<file path="src/rtl/core/sabl_ram.sv">
// Generic single-write, single-read synchronous RAM with registered read.
// No dependencies.
module sabl_ram #(
   parameter int WIDTH = 8,
   parameter int DEPTH = 16
) (
   input  logic                     clock,
   input  logic                     wr_en,
   input  logic [$clog2(DEPTH)-1:0] wr_addr,
   input  logic [WIDTH-1:0]         wr_data,
   input  logic [$clog2(DEPTH)-1:0] rd_addr,
   output logic [WIDTH-1:0]         rd_data
);

   logic [WIDTH-1:0] mem_ff [DEPTH];
   logic [WIDTH-1:0] rd_data_ff;

   always_ff @(posedge clock) begin
      if (wr_en) begin
         mem_ff[wr_addr] <= wr_data;
      end
      rd_data_ff <= mem_ff[rd_addr];
   end

   assign rd_data = rd_data_ff;

endmodule

</file>
<file path="config.mk">
export PLATFORM = sky130hd
export DESIGN_NAME = sabl_ram
export DESIGN_NICKNAME = d
export VERILOG_FILES = /design/src/rtl/core/sabl_ram.sv
export SDC_FILE = /design/constraint.sdc
export NUM_CORES = 1
export LEC_CHECK = 0
export BUFFER_PORTS_ARGS = -buffer_cell sky130_fd_sc_hd__buf_2
export CELL_PAD_IN_SITES_DETAIL_PLACEMENT = 1
export CELL_PAD_IN_SITES_GLOBAL_PLACEMENT = 2
export CORE_ASPECT_RATIO = 0.75
export CORE_MARGIN = 2
export CORE_UTILIZATION = 40
export CTS_CLUSTER_DIAMETER = 80
export DETAILED_ROUTE_END_ITERATION = 6
export GPL_TIMING_DRIVEN = 0
export PLACE_DENSITY_LB_ADDON = 0.08
export SLEW_MARGIN = 20
export SYNTH_ARGS = -nofsm -noshare
export SYNTH_HDL_FRONTEND = slang
export SYNTH_SLANG_ARGS = --single-unit
</file>
<file path="constraint.sdc">
create_clock -name clock -period 1.9 [get_ports clock]
set_input_delay 0 -clock clock [delete_from_list [all_inputs] [get_ports clock]]
set_output_delay 0 -clock clock [all_outputs]
set_load 0.02 [all_outputs]
</file>
* Word level (Yosys, flattened, before mapping)
Memory sizes are Yosys's and may differ from the RTL's. A register that Yosys moved wholly into a read port is not among the register bits.
Cells that the tools add are included.
** Word-level totals
- Word-level logic and storage cells :: 3
- Output and inout port bits :: 8
- Memories kept :: 1
- Memory bits (writable) :: 128
- Bits in registers :: 0
** Cells by class
- Mux-type cells :: 2
** Memories
- mem_ff :: words 16, width 8, rd ports 1, clocked after memory_dff 1, write ports 1, RTL line 15 : logic [WIDTH-1:0] mem_ff [DEPTH];
** Operator list (count)
- $mux 1 :: 2

* Depth between registers and ports, before layout
- Depth after elaboration :: 2
- Depth in mapped cells :: 5

* Worst setup path before layout
Ideal clock, no wire load.
- Kind :: input port to flip-flop
- Start :: input port wr_addr[2]
- End :: memory mem_ff[0][0], enable pin
- Setup slack :: 0.407 ns
- Library setup time :: 0.383 ns
- Data arrival time :: 1.110 ns
- Stages :: 2
- Cell sequence :: or3b_2 nor3_1
** RTL lines
- from (decl) :: RTL line 9 : input logic [$clog2(DEPTH)-1:0] wr_addr,
- to (decl) :: RTL line 15
Straight into the memory's write port.

==> reports/metrics.yaml <==
route:
  wl_mm: 11.5
  m1WireLength_mm: 5.42
  vias_per_cell: 5.36
  wl_met3_um: 585
  wire_per_inst_um: 25.0
  antenna_left: 0
  drtIter0Drc: 244
  drc_errors: 0
  vias: 2460
  highest_layer: "met4"
  wl_met2_mm: 5.35
  first_pass_iters: 4
synthesis:
  yosysTopAreaCell: "edfxtp_1"
  async_flop_share_pct: 0
  synth_commonest_cells: "edfxtp_1 (128), mux4_2 (18), a22oi_1 (16)"
  yosysMostFrequentCell: "edfxtp_1"
  synthTopCellsByArea: "edfxtp_1 (75%), mux4_2 (7.9%), mux4_1 (7.1%)"
  ys_ff_latch: 136
  synth_area_um2: 5150
  synth_nets: 247
  ys_seq_area_share_pct: 77.8
  ys_warn_count: 0
  synth_top_area_share_pct: 74.7
  yosysUniqueCellTypes: 19
  synth_edf_count: 128
  synth.avg_cell_area_um2: 22.5
  synthCells: 229
  synthFlopType: "edfxtp_1"
clock_tree:
  numCtsBuffers: 17
  cts_tree: "built"
  cts_resized: 0
  htreeDepth: 4
  cts_root_buf: "clkbuf_16"
  clk_pin_slew_ns: 0.06
  cts_buffer_depth: 2
  clk_latency_ns: 0.41
  cts_sinks: 136
floorplanning:
  io-pin-count: 26
  start_util_pct: 41.4
  die_area_um2: 13800
  coreArea_um2: 12400
  die_y_um: 102
  die_w_um: 135
  row_count: 35
power_and_ir_drop:
  comb_power_share_pct: 5.2
  power_uw: 6840
  p_leak_uw: 0.00206
  cellPowerDensity_nw_per_um2: 1120
  netSwitchingPower_uw: 1410
  sequentialPowerShare_pct: 49.3
  p_int_uw: 5420
  ir_drop_mv: 0.649
  swShare_pct: 20.7
  clkPwrFrac_pct: 45.5
worst_setup_path:
  worstReg2RegEnd: "rd_data[0]"
  r2r-start: "mem_ff[1][0]"
  cp.arrival_ns: 1.69
  crit_required_ns: 2.17
  reg2reg_depth: 3
  worst_path_max_delay_cell: "mux4_1"
  cp_cell_sequence: "mux4_1 -> a22oi_1 -> nand2_1"
  rrSetupSlack_ns: 0.48
  critical_path_class: "register to register"
  endpoint_kind: "register"
  worstSetupStartpointType: "register"
  max_stage_delay_ns: 0.53
  crit_start: "mem_ff[1][0]"
  cp_max_fo: 1
timing:
  min_period_over_period_pct: 74.9
  hold_viol: 0
  rsz0062_at_grt: "no"
  setup_violations: 0
  slew_viol_final: 0
  max_freq_mhz: 703
  fin_tns_setup_ns: 0
  fin_skew_ns: 0.00458
  worst_pin_slew_ns: 1.04
  slew_headroom_pct: 30.4
  fin_crit_ns: 1.42
grt:
  grt_max_degree: 17
  grt_antenna_before_repair: 0
  grt_pass1_vias: 2709
  track_usage_pct: 18.4
  grt.overflow.total: 0
  grt_pass1_wl_mm: 17.6
run_status:
  status: "complete, no violations"
worst_hold_path:
  worstHoldStart: "wr_data[3]"
  hold-path-endpoint: "mem_ff[15][3]"
  hold_class: "primary input to register"
  holdPathStages: 1
layout:
  area_growth_pct: 19.1
  drive_gt1_share_pct: 30.0
  antenna_cells: 0
  fin_cells: 459
  nets: 298
placement:
  gp_congestion: 0.643
  dpl.cell_count: 421
  portBuffers: 24
  dp_hpwl_mm: 7.24
run:
  cap_violations: 0
-- power groups by stage --
| stage | Clock [uW] | Sequential, uW | Combinational (uW) |
|---|---|---|---|
| global route | 3310 | 3380 | 387 |
| floorplan | 0 | 3460 | 170 |
| finish | 3110 | 3370 | 355 |
| global placement | 0 | 3430 | 341 |
| detailed placement | 0 | 3440 | 353 |
| CTS | 3160 | 3370 | 364 |
-- routing by layer --
| metal | vias up | GRT usage [%] |
|---|---|---|
| li1 | 1079 | - |
| met1 | 1306 | 26.8 |
| met2 | 62 | 27.9 |
| met3 | 13 | 4.96 |
| met4 | 0 | 5.05 |
| met5 | - | 0 |
-- what timing repair did --
item / CTS / global route
hold buffers: 6 / 0
hold endpoints to repair: 96 / 0
setup buffers: 0 / 0
-- cell type report --
type / instances / area [um^2]
plain buffers: 10 / 86.3
well taps: 166 / 208
flip-flops and latches: 136 / 4000
repair buffers: 32 / 195
fillers: 1144 / 6300
multi-input cells: 83 / 1080
clock buffers: 24 / 492
clock inverters: 8 / 70.1
-- critical path: cells and delay by family (launching register included) --
family | cells | cell delay [ns]
compound gates | 1 | 0.25
mux | 1 | 0.53
flops | 1 | 0.36
simple gates | 1 | 0.14
-- kinds of logic (layout without fill, tap and decap cells) --
| logic type | count (synthesis) | in the layout | share of synthesized area (%) |
|---|---|---|---|
| simple gates | 35 | 35 | 3.18 |
| mux | 32 | 32 | 15.0 |
| flops | 136 | 136 | 77.8 |
| buf+inv | 10 | 74 | 1.68 |
| compound gates | 16 | 16 | 2.33 |
-- layout by cell type, fill, tap and decap left out, types with 2 or more instances in the layout --
cell	netlist	routed
mux4_2	18	18
clkinv_2	0	5
edfxtp_1	128	128
nand2b_1	2	2
buf_4	1	3
buf_2	3	27
dlygate4sd3_1	0	6
nor3_2	0	4
dfxtp_1	8	8
clkbuf_16	0	17
clkinvlp_4	0	2
nand2_1	9	9
mux4_1	14	14
clkdlybuf4s25_2	3	3
buf_6	3	3
nand3b_1	2	2
clkbuf_1	0	3
clkbuf_8	0	4
a22oi_1	16	16
nor2_1	13	13
-- registers in the layout, summed over array words and instances, names as in the netlist --
name and flops:
mem_ff 128, rd_data 8
-- worst max path at each step --
stage / to / slack (ns)
floorplan: mem_ff[0][0] / 0.41
global placement: mem_ff[0][7] / -0.42
detailed placement: mem_ff[2][3] / 0.005
CTS: rd_data[0] / 0.43
global route: mem_ff[2][1] / 0.37
finish: rd_data[0] / 0.48
-- per-stage QoR --
stage | setup slack (ns) | util (%) | cell area (um^2) | hold slack, ns
after global placement | -0.422 | 44.0 | 5480 | 0.392
after global routing | 0.374 | 49.3 | 6130 | 0.00416
after detailed placement | 0.00511 | 44.3 | 5510 | 0.407
final | 0.477 | 49.3 | 6130 | 0.00745
after floorplan | 0.407 | - | 5150 | 0.0989
after CTS | 0.426 | 49.3 | 6130 | 0.00374
Power figures use the tool's default switching activity.
