## config.mk

```make
export PLATFORM = sky130hd
export DESIGN_NAME = sabl_div
export DESIGN_NICKNAME = d
export VERILOG_FILES = /design/src/rtl/core/sabl_pkg.sv /design/src/rtl/core/sabl_div.sv
export SDC_FILE = /design/constraint.sdc
export NUM_CORES = 1
export LEC_CHECK = 0
export BUFFER_PORTS_ARGS = -buffer_cell sky130_fd_sc_hd__clkbuf_2
export CAP_MARGIN = 15
export CORE_MARGIN = 1.5
export CORE_UTILIZATION = 47
export CTS_BUF_LIST = sky130_fd_sc_hd__clkbuf_8 sky130_fd_sc_hd__clkbuf_16
export DETAILED_ROUTE_END_ITERATION = 7
export PLACE_DENSITY = 0.76
export SLEW_MARGIN = 25
export SYNTH_ARGS = -nofsm -noshare
export SYNTH_HDL_FRONTEND = slang
export SYNTH_SLANG_ARGS = --single-unit
```

## constraint.sdc

```tcl
create_clock -name clock -period 5.1 [get_ports clock]
set_clock_uncertainty 0.15 [all_clocks]
set_input_delay 1.02 -clock clock [delete_from_list [all_inputs] [get_ports clock]]
set_output_delay 1.02 -clock clock [all_outputs]
set_load 0.01 [all_outputs]
```

## src/rtl/core/sabl_pkg.sv

```systemverilog
// Shared types and constants for the skeleton average branch length block.
// No dependencies.
package sabl_pkg;

   localparam int MAX_VERTICES_DEF = 4096;
   localparam int COORD_BITS_DEF   = 24;
   localparam int TOTAL_W          = 48;
   localparam int END_W            = 12;
   localparam int COUNT_OUT_W      = 13;
   localparam int COUNT_OUT_MAX    = 8191;
   localparam int DEG_W            = 2;

   typedef enum logic [1:0] {
      OP_LOAD   = 2'd0,
      OP_EDGE   = 2'd1,
      OP_FINISH = 2'd2
   } opcode_type;

   typedef enum logic [3:0] {
      S_IDLE,
      S_EDGE_B,
      S_EDGE_C,
      S_EDGE_D,
      S_MUL,
      S_ROOT_GO,
      S_ROOT_WAIT,
      S_SCAN,
      S_DIV_GO,
      S_DIV_WAIT,
      S_EMIT
   } state_type;

   function automatic logic [DEG_W-1:0] deg_add(input logic [DEG_W-1:0] d,
                                                input logic [DEG_W-1:0] inc);
      logic [DEG_W:0] s;
      s = {1'b0, d} + {1'b0, inc};
      return (s > (DEG_W+1)'(2)) ? DEG_W'(2) : s[DEG_W-1:0];
   endfunction

endpackage

```

## src/rtl/core/sabl_div.sv

```systemverilog
// Restoring divider, one quotient bit per cycle, for total / endpoint count.
// Depends on sabl_pkg.
module sabl_div #(
   parameter int DIV_W = 13
) (
   input  logic                        clock,
   input  logic                        reset,
   input  logic                        start,
   input  logic [sabl_pkg::TOTAL_W-1:0] dividend,
   input  logic [DIV_W-1:0]            divisor,
   output logic                        done,
   output logic [sabl_pkg::TOTAL_W-1:0] quotient
);

   localparam int QW    = sabl_pkg::TOTAL_W;
   localparam int CNT_W = $clog2(QW + 1);

   logic [QW-1:0]    quo_ff;
   logic [DIV_W-1:0] rem_ff;
   logic [DIV_W-1:0] den_ff;
   logic [CNT_W-1:0] cnt_ff;
   logic             busy_ff;
   logic             done_ff;

   logic [DIV_W:0] step_r;
   logic           step_ge;
   logic [DIV_W:0] step_d;

   always_comb begin
      step_r  = {rem_ff, quo_ff[QW-1]};
      step_ge = step_r >= {1'b0, den_ff};
      step_d  = step_r - {1'b0, den_ff};
   end

   always_ff @(posedge clock) begin
      if (reset) begin
         busy_ff <= 1'b0;
         done_ff <= 1'b0;
      end else begin
         done_ff <= 1'b0;
         if (start) begin
            busy_ff <= 1'b1;
            quo_ff  <= dividend;
            den_ff  <= divisor;
            rem_ff  <= '0;
            cnt_ff  <= '0;
         end else if (busy_ff) begin
            quo_ff <= {quo_ff[QW-2:0], step_ge};
            rem_ff <= step_ge ? step_d[DIV_W-1:0] : step_r[DIV_W-1:0];
            cnt_ff <= cnt_ff + CNT_W'(1);
            if (cnt_ff == CNT_W'(QW - 1)) begin
               busy_ff <= 1'b0;
               done_ff <= 1'b1;
            end
         end
      end
   end

   assign done     = done_ff;
   assign quotient = quo_ff;

endmodule

```

; ---- Yosys cells after proc, flatten, opt, wreduce, memory -nomap -nowiden
; Cells that the tools add are included.
; W data, S select, Z words.
[word_totals]
word_cells = 25
ff_bits = 82
inputBits = 64
[classes]
reduce_logical = 4
eq_ne = 1
bitwise = 2
mux = 9
add_sub_neg = 2
order_cmp = 1
[ops]
columns = op, n
row1 = $mux W48, 2
row2 = $mux W13, 2
row3 = $ge A14 B13 Y1, 1
row4 = $sub A13 B13 Y13, 1
row5 = $add A6 B1 Y6 const B, 1
row6 = $eq A6 B6 Y1 const B, 1
row7 = $mux W6, 1
row8 = $mux W1, 4
row9 = $reduce_and A2 Y1, 2
row10 = $reduce_or A3 Y1, 1
row11 = $not A1 Y1, 2
row12 = $reduce_bool A2 Y1, 1

; ---- Depth between registers and ports, before layout
[logic_depth]
depth_word = 4
depth_mapped = 11
ltp_nobuf = 10

; ---- Worst setup path before layout
; OpenSTA, ideal clock, no wires.
[synth_path]
path_kind = input to register
startpoint = input start
endpoint = register cnt_ff[0], enable pin
t_required_ns = 4.458
path_buffers = 3
stages = 5
t_arrival_ns = 4.713
setup_slack_ns = -0.255
path_cell_list = clkbuf_1 buf_1 clkbuf_1 nor2_1 nor2_1
[synth_via]
elab_chain_cells = 2
[synth_rtl]
columns = item, line
row1 = "start, declared", sabl_div.sv:8  ; input logic start,
row2 = $reduce_bool A2 Y1 (no line), n/a
row3 = $reduce_and A2 Y1 (no line), n/a
row4 = "end signal, assigned", sabl_div.sv:50  ; cnt_ff <= cnt_ff + CNT_W'(1);
row5 = "end, declared", sabl_div.sv:21  ; logic [CNT_W-1:0] cnt_ff;
; No other way between the ends.
; A chain may end at the register's enable or synchronous reset.

; ---- Worst setup path after layout
[layout_path]
startpoint = register quo_ff[47], in the netlist quotient[47]
endpoint = register rem_ff[11], data pin
[layout_via]
elab_chain_cells = 3
[layout_rtl]
columns = item, line
row1 = "start, declared", sabl_div.sv:18  ; logic [QW-1:0] quo_ff;
row2 = "start signal, assigned", sabl_div.sv:43  ; quo_ff <= dividend;
row3 = "start signal, assigned", sabl_div.sv:48  ; quo_ff <= {quo_ff[QW-2:0], step_ge};
row4 = $sub A13 B13 Y13 or $ge A14 B13 Y1 (tied branches), "sabl_div.sv:32, sabl_div.sv:31"
row5 = $mux W13 *, sabl_div.sv:49  ; rem_ff <= step_ge ? step_d[DIV_W-1:0] : step_r[DIV_W-1:0];
row6 = $mux W13 *, sabl_div.sv:47  ; end else if (busy_ff) begin
row7 = "end signal, assigned", sabl_div.sv:49
row8 = "end, declared", sabl_div.sv:19  ; logic [DIV_W-1:0] rem_ff;
; Mark *: on every way between the ends. The rest lies on a longest branch, timed or not. The select of a mux whose other input is x is not followed.

==> key figures <==
Status
  – Status: complete, no violations

STA
  – Fmax: 0.316 GHz
  – Min Tclk post-route: 3.16 ns
  – Post-route setup TNS: 0 ns
  – Final critical-path share of the clock period: 62.0%
  – Worst relative slew slack: 48.4%
  – Final WS setup: 1.94 ns
  – Final Hold Viols: 0
  – RSZ-0062 raised after global routing: false
  – Setup Viol. Count Final: 0
  – Max Transition Viols Final: 0
  – Worst-Margin Slew: 0.774 ns
  – WHS: 0.396 ns

Yosys
  – Post-synthesis net count: 356
  – Compound-Gate Fraction of Synth Area: 6.29%
  – Synth warn: 0
  – Post-Synth Adder-Cell Area: 4.91%
  – Combinational family with the most area after synthesis: multiplexers
  – Post-synthesis mux area share: 15.8%
  – Mapped Cells: 277
  – Async S/R FF share, synth: 0%
  – Flip-flop and latch count after synthesis: 82
  – Post-Synth XOR/XNOR Area: 2.86%
  – Simple-gate portion of the synthesized area: 6.07%
  – Post-synth EDFFs: 80
  – Synthesized area per cell: 14.4 um^2
  – Primary FF master, synth: edfxtp_1
  – Netlist Area Pre-Place: 3980 um^2
  – Yosys cell types: 38
  – Sequential fraction of the synthesis area: 61.4%

Routing
  – Post-route ant nets: 0
  – Drt drc: 0
  – Vias per Instance: 5.28
  – Total vias in the final route: 2,663
  – DR iter-0 viols: 75
  – Wire per inst: 16.1 um
  – Total Wirelength: 8140 um
  – Pre-Repair DR Iteration Count: 4

Placement
  – PortBufs: 112
  – Post-DP Area: 4660 um^2
  – GPL Wtd Cong: 0.816
  – Placed Cells: 488
  – Pre-CTS setup slack: 1.86 ns
  – Detailed-placement wirelength estimate: 5860 um

Clocking
  – Clock Path Buffers: 2
  – # Post-CTS Setup Buffers: 0
  – PostCTS Resize Cnt: 0
  – CTS Sinks: 82
  – Cts bufs inserted: 9
  – Clk Latency, worst-skew pair: 0.35 ns
  – Worst-path clk slew: 0.08 ns
  – CTS tree: done
  – # hold bufs at CTS: 0
  – Clock Root Buffer: clkbuf_8
  – Htree depth: 3

Job
  – Number of max-cap violations: 0

Power and ir drop
  – Total Power: 1.60 mW
  – Worst VDD drop: 191 uV
  – Static leakage: 2.03 nW
  – Pwr Density: 329 nW/um^2

Finish
  – Final nets: 473
  – # diodes: 0
  – Most common cell after layout, fill and taps aside: clkbuf_2
  – Final core occ: 59.1%
  – Final instance area: 4850 um^2
  – Non-Filler Instances: 504
  – Share of cells above drive strength 1: 46.1%
  – Most frequent cells in the layout: clkbuf_2, edfxtp_1, mux2_2, nor2_1, inv_1
  – Layout area overhead: 22.1%

Die
  – Die width: 95.0 um
  – Die height: 95.0 um
  – Rows: 33
  – IO Pins: 113
  – Initial Utilization: 48.4%
  – Core area: 8220 um^2
  – Die area: 9020 um^2

Setup path
  – WS Path Type: reg -> reg
  – Crit path max-delay family: compound AO/OA/AOI/OAI gates
  – Startpoint Class: flop
  – Top cell by count, worst path: inv_1
  – Buffers and inverters on the worst path: 2
  – Nature of the critical path endpoint: flop
  – CP arrival: 3.12 ns
  – Worst endpoint required time: 5.05 ns
  – Crit-path cells: inv_1 -> ha_1 -> inv_1 -> fa_1 -> a21o_1 -> a221oi_4 -> o221ai_2 -> a21oi_4 -> nor2_1 -> a31o_2
  – CP peak stage delay: 0.55 ns
  – R2R depth: 10
  – Slowest CP cell: a21oi_4
  – Worst-path maximum fanout: 16
  – Crit path depth: 10

GRT
  – Vias in the first global route: 2,787
  – Overall Global Routing Usage: 19.2%
  – Grt ovf: 0
  – Antenna violations before repair: 0
  – Largest net degree at the start of global routing: 68
  – Global-route wire length before repair: 12,900 um

Min path
  – Hold path cells: 1
  – Hold Crit Class: reg -> reg
-- routing by layer --
layer  share of wire (%)  vias up  track usage [%]
met5                   0        -                0
met4                 1.3        0             6.84
met3                 8.3       10             7.33
met2                  49       98             31.6
met1                  41     1285             22.9
li1                    -     1270                -
-- sequential cells by signal (all words and copies together) (netlist names) --
register,cells
busy_ff,1
quotient,48
done,1
cnt_ff,6
den_ff,13
rem_ff,13
-- where the power goes --
group	total, mW	internal (mW)	leakage, nW	switching [mW]
Sequential	0.830	0.804	0.781	0.0255
Combinational	0.300	0.141	1.15	0.159
Clock	0.470	0.236	0.0995	0.234
-- worst register-to-register path: stages, from the launching register on --
cell and delay [ns]:
edfxtp_1 0.40, inv_1 0.09, ha_1 0.15, inv_1 0.05, fa_1 0.40, a21o_1 0.25, a221oi_4 0.31, o221ai_2 0.21
a21oi_4 0.55, nor2_1 0.12, a31o_2 0.24
-- area by class of cell --
class | instances | area, um^2
Tap cell | 105 | 131
Fill cell | 676 | 3360
Multi-Input combinational cell | 169 | 1440
Timing Repair Buffer | 115 | 583
Clock inverter | 6 | 58.8
Inverter | 17 | 63.8
Clock buffer | 10 | 138
Sequential cell | 82 | 2440
-- synth_stat cells (2+ instances only) --
master | count | share of area [%]
a211oi_1 | 3 | 0.57
a21o_1 | 3 | 0.57
a21oi_1 | 10 | 1.3
a31o_2 | 2 | 0.44
and3_1 | 5 | 0.79
buf_1 | 6 | 0.57
clkbuf_1 | 2 | 0.19
dfxtp_1 | 2 | 1.0
edfxtp_1 | 80 | 60
ha_1 | 14 | 4.4
inv_1 | 17 | 1.6
mux2_2 | 47 | 13
mux2i_1 | 10 | 2.5
nand2_1 | 4 | 0.38
nand2b_1 | 2 | 0.31
nand3_1 | 2 | 0.25
nor2_1 | 26 | 2.5
nor2b_1 | 2 | 0.31
nor3_1 | 3 | 0.38
o21ai_0 | 6 | 0.75
or3_1 | 3 | 0.47
xnor2_1 | 8 | 1.8
xor2_1 | 5 | 1.1
-- cell families after synthesis --
family / count (synthesis)
AO/OA/AOI/OAI: 33
flip-flops: 82
adder cells (fa/ha/maj): 15
AND/OR/NAND/NOR: 51
multiplexers: 57
XOR/XNOR: 13
buffers and inverters: 26
-- path summary, 6_finish.rpt --
| kind | startpoint | slack (ns) | to |
|---|---|---|---|
| worst min register to register | busy_ff | 0.40 | done |
| worst min-delay path | busy_ff | 0.40 | done |
| worst max register to register | quotient[47] | 1.94 | rem_ff[11] |
| worst max-delay path | quotient[47] | 1.94 | rem_ff[11] |
Note: power is estimated with default switching activity, not from simulation.
