$ cat config.mk
export PLATFORM = sky130hd
export DESIGN_NAME = sabl_isqrt
export DESIGN_NICKNAME = d
export VERILOG_FILES = /design/src/rtl/core/sabl_isqrt.sv
export SDC_FILE = /design/constraint.sdc
export NUM_CORES = 1
export LEC_CHECK = 0
export ABC_AREA = 1
export BUFFER_PORTS_ARGS = -buffer_cell sky130_fd_sc_hd__buf_2
export CORE_UTILIZATION = 32
export DETAILED_ROUTE_END_ITERATION = 8
export PLACE_DENSITY = 0.49
export SLEW_MARGIN = 40
export SYNTH_ARGS = -nofsm -noshare
export SYNTH_HDL_FRONTEND = slang
export SYNTH_SLANG_ARGS = --single-unit
$ cat constraint.sdc
create_clock -name clock -period 8.99 [get_ports clock]
set_clock_uncertainty 0.2 [all_clocks]
set_input_delay 1.798 -clock clock [delete_from_list [all_inputs] [get_ports clock]]
set_output_delay 1.798 -clock clock [all_outputs]
set_load 0.05 [all_outputs]
$ cat src/rtl/core/sabl_isqrt.sv
// Bit-serial integer square root, one root bit per cycle, rounded down.
// No dependencies.
module sabl_isqrt #(
   parameter int IN_W = 50
) (
   input  logic                clock,
   input  logic                reset,
   input  logic                start,
   input  logic [IN_W-1:0]     radicand,
   output logic                done,
   output logic [IN_W/2-1:0]   root
);

   localparam int ROOT_W = IN_W / 2;
   localparam int CNT_W  = $clog2(ROOT_W + 1);

   logic [IN_W-1:0]   n_ff;
   logic [ROOT_W:0]   rem_ff;
   logic [ROOT_W-1:0] root_ff;
   logic [CNT_W-1:0]  cnt_ff;
   logic              busy_ff;
   logic              done_ff;

   logic [ROOT_W+2:0] step_r;
   logic [ROOT_W+2:0] step_t;
   logic              step_ge;
   logic [ROOT_W+2:0] step_d;

   always_comb begin
      step_r  = {rem_ff, n_ff[IN_W-1 -: 2]};
      step_t  = {1'b0, root_ff, 2'b01};
      step_ge = step_r >= step_t;
      step_d  = step_r - step_t;
   end

   always_ff @(posedge clock) begin
      if (reset) begin
         busy_ff <= 1'b0;
         done_ff <= 1'b0;
      end else begin
         done_ff <= 1'b0;
         if (start) begin
            busy_ff <= 1'b1;
            n_ff    <= radicand;
            rem_ff  <= '0;
            root_ff <= '0;
            cnt_ff  <= '0;
         end else if (busy_ff) begin
            n_ff    <= {n_ff[IN_W-3:0], 2'b00};
            rem_ff  <= step_ge ? step_d[ROOT_W:0] : step_r[ROOT_W:0];
            root_ff <= {root_ff[ROOT_W-2:0], step_ge};
            cnt_ff  <= cnt_ff + CNT_W'(1);
            if (cnt_ff == CNT_W'(ROOT_W - 1)) begin
               busy_ff <= 1'b0;
               done_ff <= 1'b1;
            end
         end
      end
   end

   assign done = done_ff;
   assign root = root_ff;

endmodule

; ---- After elaboration in Yosys (flattened, before gate mapping)
; Cells that the tools add are included.
[op_classes]
n_addsub = 2
n_bitwise = 2
reduce_logical = 3
mux = 10
n_eq_ne = 1
order_cmp = 1
[op_table]
columns = cell, n
row1 = 50-bit two-way mux, 2
row2 = 26-bit two-way mux, 2
row3 = 28-bit by 27-bit greater-or-equal comparator with 1-bit output, 1
row4 = 26-bit subtractor, 1
row5 = 25-bit two-way mux, 1
row6 = "5-bit by 1-bit adder with 5-bit output, second input constant", 1
row7 = "5-bit equality test, second input constant", 1
row8 = 5-bit two-way mux, 1
row9 = 1-bit two-way mux, 4
row10 = 3-bit OR reduction, 1
row11 = 1-bit NOT, 2
row12 = 2-bit AND reduction, 1
row13 = 2-bit nonzero test, 1
[totals]
out_inout_bits = 26
wordCells = 25
input_bits = 53
register_bits = 108

; ---- Logic depth before layout (Yosys ltp)
; Gate-level depths: netlist (run 1).
[depth]
depth_word = 4
ltp_mapped = 15

; ---- Worst setup path after synthesis (run 1)
; No wires, ideal clock.
[synth_path]
path_type = in2reg
from = in start
to = reg cnt_ff[0], enable pin
t_required_ps = 8181
path_buffers = 2
setup_ps = 609
t_arrival_ps = 7554
path_stages = 4
slack_ps = 627
cell_sequence = clkbuf_1 -> inv_1 -> buf_2 -> a21oi_1
[synth_between]
elab_chain_len = 2
[synth_lines]
columns = item, line
row1 = from (decl), 8  ; input logic start,
row2 = 2-bit nonzero test (no source line), n/a
row3 = 2-bit AND reduction (no source line), n/a
row4 = to (signal assigned), 52  ; cnt_ff <= cnt_ff + CNT_W'(1);
row5 = to (decl), 20  ; logic [CNT_W-1:0] cnt_ff;
; No other way between the ends.
; A chain may end at the register's enable or synchronous reset.

; ---- Worst setup path in the final report (run 1)
[layout_path]
from = in start
to = reg root_ff[9] (netlist: root[9]), enable pin
[layout_between]
elab_chain_len = 2
[layout_lines]
columns = item, line
row1 = 2-bit nonzero test (no source line), n/a
row2 = 2-bit AND reduction (no source line), n/a
row3 = to (signal assigned), 51  ; root_ff <= {root_ff[ROOT_W-2:0], step_ge};
row4 = to (decl), 19  ; logic [ROOT_W-1:0] root_ff;
; No other way between the ends.

==> insert_results.sql, run 1 <==
INSERT INTO impl_metrics (metric_group, metric, value, unit) VALUES
('die', 'die_w', '145', 'µm'),
('worst_setup_path', 'cp_max_fo', '81', ''),
('global_routing', 'antenna_found_initial', '0', ''),
('place', 'numPortBuffers', '78', ''),
('synthesis', 'syn_nets', '928', ''),
('worst_setup_path', 'path_class', 'input pin to register', ''),
('worst_setup_path', 'cell_chain_critical_path', 'buf_2, buf_6, inv_2, a21oi_4, buf_6', ''),
('drt', 'dr_total_vias', '5231', ''),
('global_routing', 'maximum_number_of_pins_on_one_net_before_global_route_repair', '82', ''),
('timing', 'whs', '0.313', 'ns'),
('worst_setup_path', 'r2r.worst_path.cells', '13', ''),
('drt', 'drtIter0Drc', '273', ''),
('global_routing', 'wire_length_of_the_first_global_routing_pass', '25700', 'µm'),
('synthesis', 'synth-seq-cells', '108', ''),
('clock_network', 'cts_htree_levels', '3', ''),
('worst_setup_path', 'crit_path_end_kind', 'register', ''),
('clock_network', 'worstSkewPairLatency', '0.36', 'ns'),
('timing', 'maximum_frequency_from_static_timing_analysis', '257', 'MHz'),
('final_layout', 'most-common-layout-cells', 'nand2_1, inv_1, edfxtp_1', ''),
('final_layout', 'area_growth', '14.7', '%'),
('synthesis', 'synth_cell_type_count', '35', ''),
('timing', 'hold_viol_final', '0', ''),
('timing', 'min_period_over_period', '43.3', '%'),
('worst_setup_path', 'worst-endpoint-arrival', '3.68', 'ns'),
('die', 'placeableCoreArea', '0.0202', 'mm²'),
('power_and_ir_drop', 'power', '1370', 'µW'),
('worst_setup_path', 'timing.reg2reg.setup_slack', '6.23', 'ns'),
('global_routing', 'vias_in_the_first_global_route', '5280', ''),
('synthesis', 'synth.top_cells.by_area', 'edfxtp_1, nand2_1, inv_1', ''),
('die', 'row_count', '52', ''),
('synthesis', 'synth.avg_cell_area', '7.79', 'µm²'),
('timing', 'timing.final.crit_period', '3.89', 'ns'),
('timing', 'slew-limit-headroom', '50.7', '%'),
('clock_network', 'cts_tree', 'built', ''),
('timing', 'final.setup.tns', '0', 'ns'),
('power_and_ir_drop', 'power_per_cell_area', '181', 'mW/mm²'),
('synthesis', 'synth_edf_count', '106', ''),
('worst_setup_path', 'cp-start-kind', 'input pin', ''),
('drt', 'routed_wl_per_cell', '12.8', 'µm'),
('timing', 'setup_violations', '0', ''),
('clock_network', 'postCtsSetupBuffers', '0', ''),
('worst_setup_path', 'crit-reg2reg-launch', 'root[15]$_SDFFCE_PP0P_', ''),
('final_layout', 'num_antenna_cells', '0', ''),
('run_status', 'status', 'finished clean', ''),
('final_layout', 'design_area', '0.00755', 'mm²'),
('drt', 'wl', '15200', 'µm'),
('drt', 'met3_wirelength', '641', 'µm'),
('synthesis', 'netlist.area_leader.share', '48.3', '%'),
('global_routing', 'grt.total_usage', '15.1', '%'),
('drt', 'remaining_antenna_violation_count', '0', ''),
('place', 'area_after_dpl', '0.00725', 'mm²'),
('clock_network', 'cts_inserted_buffers', '9', ''),
('synthesis', 'yosysSeqAreaShare', '48.9', '%'),
('worst_hold_path', 'min_path_type', 'register to register', ''),
('die', 'io-pin-count', '79', ''),
('worst_setup_path', 'worst_setup_path_startpoint', 'start', ''),
('drt', 'm1WireLength', '7380', 'µm'),
('drt', 'residual_drc_count', '0', ''),
('timing', 'unrepaired_setup_endpoints_after_global_routing', 'no', ''),
('flow_run', 'max_cap_viol_count', '0', ''),
('power_and_ir_drop', 'cellLeakagePower', '0.00377', 'µW'),
('final_layout', 'layout_commonest_cell', 'nand2_1', ''),
('die', 'initial_utilization', '32.6', '%'),
('final_layout', 'drive_gt1_share', '13.2', '%'),
('place', 'gp_congestion', '0.846', ''),
('final_layout', 'final_net_count', '1000', ''),
('worst_setup_path', 'slowest_delay', '0.61', 'ns'),
('synthesis', 'synthesis.instances', '846', ''),
('synthesis', 'synth_area_leader_cell', 'edfxtp_1', ''),
('drt', 'met2_length', '7020', 'µm'),
('clock_network', 'cts.clk_slew.worst_paths', '0.08', 'ns');
## registers in the layout (all words and copies together), names as in the netlist
signal   count
root        25
rem_ff      26
n_ff        50
done         1
busy_ff      1
cnt_ff       5
## synth_stat cells (2+ instances only)
library cell / instances
a21oi_1: 15
buf_1: 5
buf_6: 2
clkbuf_1: 11
dfxtp_1: 2
edfxtp_1: 106
ha_1: 29
inv_1: 128
inv_2: 3
nand2_1: 341
nand2_2: 7
nand3_1: 30
nand3_2: 2
nand4_1: 10
nor2_1: 98
nor2_2: 2
nor2_4: 3
nor4_1: 2
o21ai_0: 19
o21bai_1: 4
xor2_1: 13
## power by group
part	switching, µW	total [µW]	internal (µW)
logic	237	349	112
registers	15.9	620	604
clock network	205	401	196
## layer usage
| metal | GRT usage (%) | up-vias |
|---|---|---|
| li1 | - | 2775 |
| met1 | 19.8 | 2328 |
| met2 | 25.3 | 114 |
| met3 | 3.39 | 14 |
| met4 | 3.68 | 0 |
| met5 | 0 | - |
## layout make-up
type                    count  area [µm²]
multi-input cells         585        2760
inverters                 132         498
clock buffers               9         225
fillers                  2147       12700
well taps                 270         338
flip-flops and latches    108        3220
clock inverters             7        68.8
repair buffers             82         439
## worst max-delay path: cells and delay by family
family / cells / cell delay [ns]
buf+inv: 4 / 1.27
compound gates: 1 / 0.50
## cells by family (layout without fill, tap and decap cells)
logic type | count (synthesis) | in the layout | synth area share (%)
buffers and inverters | 153 | 230 | 9.31
flip-flops | 108 | 108 | 48.9
AO/OA/AOI/OAI | 40 | 40 | 3.29
adder cells (fa/ha/maj) | 29 | 29 | 5.51
XOR/XNOR | 14 | 14 | 1.86
AND/OR/NAND/NOR | 502 | 502 | 31.1
## worst min-delay path by stage
stage                                   from                 end  cells after the start
after floorplan           busy_ff$_SDFF_PP0_     done$_SDFF_PP0_                      2
after global placement    n_ff[36]$_DFFE_PP_  n_ff[38]$_DFFE_PP_                      2
after detailed placement  n_ff[37]$_DFFE_PP_  n_ff[39]$_DFFE_PP_                      2
after CTS                 busy_ff$_SDFF_PP0_     done$_SDFF_PP0_                      2
after global routing      n_ff[34]$_DFFE_PP_  n_ff[36]$_DFFE_PP_                      2
final                     busy_ff$_SDFF_PP0_     done$_SDFF_PP0_                      2
## through the flow
stage / util, % / setup WS, ns
finish: 37.3 / 5.10
global route: 37.3 / 4.87
CTS: 37.3 / 4.89
detailed placement: 35.8 / 4.50
global placement: 35.7 / 3.87
floorplan: - / 0.627
Note: power is estimated with default switching activity, not from simulation.
==> run 2: changes to the inputs <==
Settings changed: PLACE_DENSITY 0.49 to 0.51.
Clock period 8.99 ns to 3.1 ns, I/O delays scaled along.
==> insert_results.sql, run 2 (synthesized netlist as in run 1, its figures left out) <==
INSERT INTO impl_metrics (metric_group, metric, value, unit) VALUES
('run_status', 'status', 'finished clean', ''),
('clock_network', 'cts_htree_levels', '3', ''),
('timing', 'setup_violations', '0', ''),
('power_and_ir_drop', 'vdd_drop_max', '0.000286', 'V'),
('die', 'initial_utilization', '32.6', '%'),
('timing', 'final.setup.worst_slack', '0.342', 'ns'),
('clock_network', 'postCtsHoldBufs', '0', ''),
('timing', 'worst_pin_slew', '0.623', 'ns'),
('worst_hold_path', 'min_path_type', 'input pin to register', ''),
('clock_network', 'cts_root_buffer', 'clkbuf_16', ''),
('worst_setup_path', 'path_class', 'register to register', ''),
('final_layout', 'fin_cells', '1196', ''),
('drt', 'detailedRoute.firstPassIterationCount', '4', ''),
('final_layout', 'largest_register_ffs', '50', ''),
('place', 'place_hpwl', '11300', 'µm'),
('global_routing', 'maximum_number_of_pins_on_one_net_before_global_route_repair', '81', ''),
('place', 'area_after_dpl', '0.00729', 'mm²'),
('final_layout', 'area_growth', '15.4', '%'),
('final_layout', 'final_net_count', '1002', ''),
('drt', 'via_per_inst', '4.36', ''),
('clock_network', 'cts_resized', '0', ''),
('timing', 'unrepaired_setup_endpoints_after_global_routing', 'no', ''),
('worst_setup_path', 'timing.reg2reg.setup_slack', '0.34', 'ns'),
('global_routing', 'antenna_found_initial', '2', ''),
('worst_setup_path', 'crit_path_end_kind', 'register', ''),
('worst_setup_path', 'cp-start-kind', 'register', ''),
('place', 'numPortBuffers', '78', ''),
('place', 'preCtsSetupSlack', '0.371', 'ns'),
('timing', 'whs', '0.261', 'ns'),
('drt', 'remaining_antenna_violation_count', '0', ''),
('timing', 'hold_viol_final', '0', ''),
('drt', 'dr_total_vias', '5212', ''),
('clock_network', 'cts_inserted_buffers', '9', ''),
('die', 'placeableCoreArea', '0.0202', 'mm²'),
('final_layout', 'design_area', '0.00760', 'mm²'),
('final_layout', 'drive_gt1_share', '13.5', '%'),
('worst_setup_path', 'worst-endpoint-arrival', '2.68', 'ns'),
('die', 'die_area', '0.0212', 'mm²'),
('drt', 'routed_wl_per_cell', '13.0', 'µm'),
('die', 'row_count', '52', ''),
('power_and_ir_drop', 'power_per_cell_area', '529', 'mW/mm²'),
('final_layout', 'most-common-layout-cells', 'nand2_1, inv_1, edfxtp_1', ''),
('global_routing', 'wire_length_of_the_first_global_routing_pass', '26400', 'µm'),
('die', 'io-pin-count', '79', ''),
('clock_network', 'cts.clk_slew.worst_paths', '0.08', 'ns'),
('timing', 'timing.final.crit_period', '2.76', 'ns'),
('global_routing', 'global_route_overflow', '0', ''),
('timing', 'maximum_frequency_from_static_timing_analysis', '363', 'MHz'),
('die', 'chipHeight', '145', 'µm'),
('clock_network', 'worstSkewPairLatency', '0.37', 'ns'),
('final_layout', 'layout_commonest_cell', 'nand2_1', ''),
('worst_setup_path', 'required', '3.02', 'ns'),
('worst_hold_path', 'timing.hold.worst_path_depth', '2', ''),
('place', 'gp_congestion', '0.900', ''),
('timing', 'min_period_over_period', '89.0', '%'),
('worst_setup_path', 'cp_max_fo', '31', ''),
('flow_run', 'max_cap_viol_count', '0', ''),
('global_routing', 'grt.total_usage', '15.7', '%'),
('drt', 'wl', '15500', 'µm'),
('global_routing', 'vias_in_the_first_global_route', '5198', ''),
('place', 'place.detailed.instances', '1179', ''),
('power_and_ir_drop', 'cellLeakagePower', '0.00380', 'µW'),
('clock_network', 'postCtsSetupBuffers', '0', ''),
('clock_network', 'cts_tree', 'built', ''),
('drt', 'residual_drc_count', '0', ''),
('drt', 'drtIter0Drc', '350', ''),
('final_layout', 'registers.top_by_ff_count', 'n_ff', ''),
('timing', 'slew-limit-headroom', '58.5', '%'),
('timing', 'slew_viol_final', '0', ''),
('die', 'die_w', '145', 'µm'),
('clock_network', 'clock-sinks', '108', ''),
('worst_setup_path', 'r2r.worst_path.cells', '12', ''),
('clock_network', 'ctsLongestPathBuffers', '2', '');
run 2: changes by cell type in the layout (fill, tap and decap cells not counted), moves of 2 or more:
| cell | before | now |
|---|---|---|
| buf_4 | 0 | 3 |
| buf_12 | 0 | 2 |
| buf_6 | 3 | 1 |
| inv_8 | 2 | 4 |
run 2: worst max-delay path, stage by stage (launching register included):
cell and delay (ns):
edfxtp_1 0.43, ha_1 0.41, nand2_1 0.20, nor2_4 0.17
nand2_2 0.07, nor2_1 0.11, nand2_1 0.07, nand3_2 0.08
nor2_4 0.04, nand2_4 0.33, inv_4 0.17, nor2_1 0.16
nor2_1 0.06
run 2: final timing paths:
path	start	endpoint
min	reset	done$_SDFF_PP0_
max reg2reg	rem_ff[15]$_SDFFCE_PP0P_	rem_ff[12]$_SDFFCE_PP0P_
min reg2reg	busy_ff$_SDFF_PP0_	done$_SDFF_PP0_
max	rem_ff[15]$_SDFFCE_PP0P_	rem_ff[12]$_SDFFCE_PP0P_
run 2: power by group:
group	total (µW)	internal [µW]	leakage [µW]	switching, µW
clock	1200	582	0.000151	619
combinational	1030	329	0.00260	700
sequential	1800	1750	0.00105	45.1
run 2: cell type report:
type / count / area, µm²
Inverter: 132 / 505
Clock inverter: 7 / 83.8
Antenna cell: 1 / 2.50
Multi-Input combinational cell: 585 / 2760
Timing Repair Buffer: 84 / 464
Tap cell: 270 / 338
Clock buffer: 9 / 225
Fill cell: 2154 / 12600
Sequential cell: 108 / 3220
run 2: per-layer routing:
metal	vias to the layer above	track usage, %	wire, µm	share of wire (%)
met5	-	0	0	0
met4	0	4.37	199	1.3
met3	12	3.92	719	4.6
met2	86	26.3	7350	47
met1	2330	20.2	7270	47
li1	2784	-	-	-
run 2: through the flow:
step / setup TNS (ns) / utilization [%] / power, µW
2_1_floorplan: -23.26 / - / 2610
3_3_place_gp: 0 / 36.0 / 2870
3_5_place_dp: 0 / 36.0 / 2870
4_1_cts: 0 / 37.5 / 4080
5_1_grt: 0 / 37.6 / 4280
6_report: 0 / 37.6 / 4030
==> run 3: changes to the inputs <==
Settings changed: CELL_PAD_IN_SITES_DETAIL_PLACEMENT set to 1, CELL_PAD_IN_SITES_GLOBAL_PLACEMENT set to 1, CORE_MARGIN set to 1.5, PLACE_DENSITY 0.51 to 0.65.
==> insert_results.sql, run 3 (synthesized netlist as in run 1, its figures left out) <==
INSERT INTO impl_metrics (metric_group, metric, value, unit) VALUES
('final_layout', 'area_growth', '15.6', '%'),
('global_routing', 'antenna_found_initial', '2', ''),
('die', 'die_area', '0.0215', 'mm²'),
('worst_setup_path', 'worst_setup_path_startpoint', 'rem_ff[18]$_SDFFCE_PP0P_', ''),
('timing', 'slew-limit-headroom', '54.8', '%'),
('power_and_ir_drop', 'cellLeakagePower', '0.00380', 'µW'),
('drt', 'remaining_antenna_violation_count', '0', ''),
('place', 'place.detailed.instances', '1179', ''),
('worst_setup_path', 'required', '3.01', 'ns'),
('final_layout', 'final-seq-area', '0.00322', 'mm²'),
('final_layout', 'layout_commonest_cell', 'nand2_1', ''),
('clock_network', 'postCtsHoldBufs', '0', ''),
('die', 'die_w', '146', 'µm'),
('global_routing', 'wire_length_of_the_first_global_routing_pass', '28900', 'µm'),
('clock_network', 'cts.clk_slew.worst_paths', '0.09', 'ns'),
('global_routing', 'maximum_number_of_pins_on_one_net_before_global_route_repair', '81', ''),
('drt', 'residual_drc_count', '0', ''),
('power_and_ir_drop', 'power_per_cell_area', '535', 'mW/mm²'),
('worst_setup_path', 'cp_max_fo', '31', ''),
('final_layout', 'largest_register_ffs', '50', ''),
('worst_setup_path', 'path_class', 'register to register', ''),
('place', 'numPortBuffers', '78', ''),
('timing', 'whs', '0.271', 'ns'),
('final_layout', 'registers.top_by_ff_count', 'n_ff', ''),
('drt', 'routed_wl_per_cell', '14.5', 'µm'),
('timing', 'setup_violations', '0', ''),
('clock_network', 'cts_htree_levels', '3', ''),
('clock_network', 'postCtsSetupBuffers', '0', ''),
('clock_network', 'cts_root_buffer', 'clkbuf_16', ''),
('final_layout', 'most-common-layout-cells', 'nand2_1, inv_1, edfxtp_1', ''),
('power_and_ir_drop', 'vdd_drop_max', '0.000281', 'V'),
('worst_hold_path', 'min_path_type', 'input pin to register', ''),
('global_routing', 'vias_in_the_first_global_route', '5640', ''),
('place', 'place_hpwl', '13000', 'µm'),
('final_layout', 'n_fill_cell', '2533', ''),
('final_layout', 'drive_gt1_share', '13.5', '%'),
('timing', 'min_period_over_period', '87.4', '%'),
('global_routing', 'grt.total_usage', '17.1', '%'),
('run_status', 'status', 'finished clean', ''),
('timing', 'maximum_frequency_from_static_timing_analysis', '369', 'MHz'),
('timing', 'worst_pin_slew', '0.677', 'ns'),
('drt', 'drtIter0Drc', '208', ''),
('place', 'gp_congestion', '0.871', ''),
('flow_run', 'max_cap_viol_count', '0', ''),
('drt', 'via_per_inst', '4.53', ''),
('final_layout', 'multi_input_area', '0.00276', 'mm²'),
('worst_setup_path', 'cp-start-kind', 'register', ''),
('worst_hold_path', 'hold_start', 'reset', ''),
('worst_setup_path', 'crit_path_end_kind', 'register', ''),
('final_layout', 'layout.core_utilization', '37.6', '%'),
('clock_network', 'worstSkewPairLatency', '0.37', 'ns'),
('clock_network', 'clock-sinks', '108', ''),
('die', 'placeableCoreArea', '0.0202', 'mm²'),
('die', 'row_count', '52', ''),
('timing', 'final.setup.tns', '0', 'ns'),
('worst_setup_path', 'worst-endpoint-arrival', '2.62', 'ns'),
('clock_network', 'ctsLongestPathBuffers', '2', ''),
('drt', 'wl', '17400', 'µm'),
('clock_network', 'cts_resized', '0', ''),
('timing', 'hold_viol_final', '0', ''),
('final_layout', 'num_antenna_cells', '0', ''),
('die', 'chipHeight', '146', 'µm'),
('worst_setup_path', 'crit-reg2reg-launch', 'rem_ff[18]$_SDFFCE_PP0P_', ''),
('drt', 'detailedRoute.firstPassIterationCount', '4', ''),
('timing', 'timing.final.crit_period', '2.71', 'ns'),
('final_layout', 'fin_cells', '1195', ''),
('timing', 'slew_viol_final', '0', ''),
('die', 'io-pin-count', '79', ''),
('drt', 'dr_total_vias', '5417', ''),
('timing', 'unrepaired_setup_endpoints_after_global_routing', 'no', ''),
('global_routing', 'global_route_overflow', '0', ''),
('clock_network', 'cts_tree', 'built', ''),
('clock_network', 'cts_inserted_buffers', '9', ''),
('final_layout', 'final_net_count', '1002', ''),
('die', 'initial_utilization', '32.6', '%');
==> run 3: cell count changes in the layout (fill, tap and decap cells not counted) <==
| cell | before | now |
|---|---|---|
| diode_2 | 1 | 0 |
| inv_8 | 4 | 2 |
| clkinv_8 | 2 | 4 |
==> run 3: area by class of cell <==
class                           instances  area share, %
Clock inverter                          7           1.23
Tap cell                              270           4.44
Inverter                              132           6.64
Timing Repair Buffer                   84           6.10
Multi-Input combinational cell        585           36.3
Clock buffer                            9           2.96
Sequential cell                       108           42.3
==> run 3: report_power, final <==
group          switching (µW)  internal, µW
clock                     628           584
combinational             728           332
sequential               48.7          1750
total                    1400          2670
==> run 3: final timing paths <==
path	to	slack, ns	cells past startpoint
setup / recovery	rem_ff[8]$_SDFFCE_PP0P_	0.39	10
hold / removal	done$_SDFF_PP0_	0.27	2
setup reg to reg	rem_ff[8]$_SDFFCE_PP0P_	0.39	10
hold reg to reg	n_ff[49]$_DFFE_PP_	0.32	2
==> run 3: per-layer routing <==
layer / GRT usage [%] / share of wire, %
met5: 0 / 0.058
met4: 4.29 / 1.1
met3: 3.59 / 4.1
met2: 30.7 / 50
met1: 20.8 / 45
==> run 3: per-stage QoR <==
| stage | setup WS, ns | cell area [µm²] | total power (µW) |
|---|---|---|---|
| final | 0.390 | 7610 | 4070 |
| after global placement | 0.384 | 7290 | 2890 |
| after floorplan | -0.219 | 6630 | 2610 |
| after detailed placement | 0.408 | 7290 | 2910 |
| after global routing | 0.191 | 7610 | 4330 |
| after CTS | 0.370 | 7610 | 4140 |
==> run 3: worst max-delay path: stages, from the launching register on <==
cell and delay (ns):
edfxtp_1 0.42, ha_1 0.44, nand2_1 0.14, nor2_2 0.20
nand2_1 0.10, nor2_1 0.19, nor2_4 0.06, nand2_4 0.32
inv_4 0.17, nor2_1 0.13, nor2_1 0.06
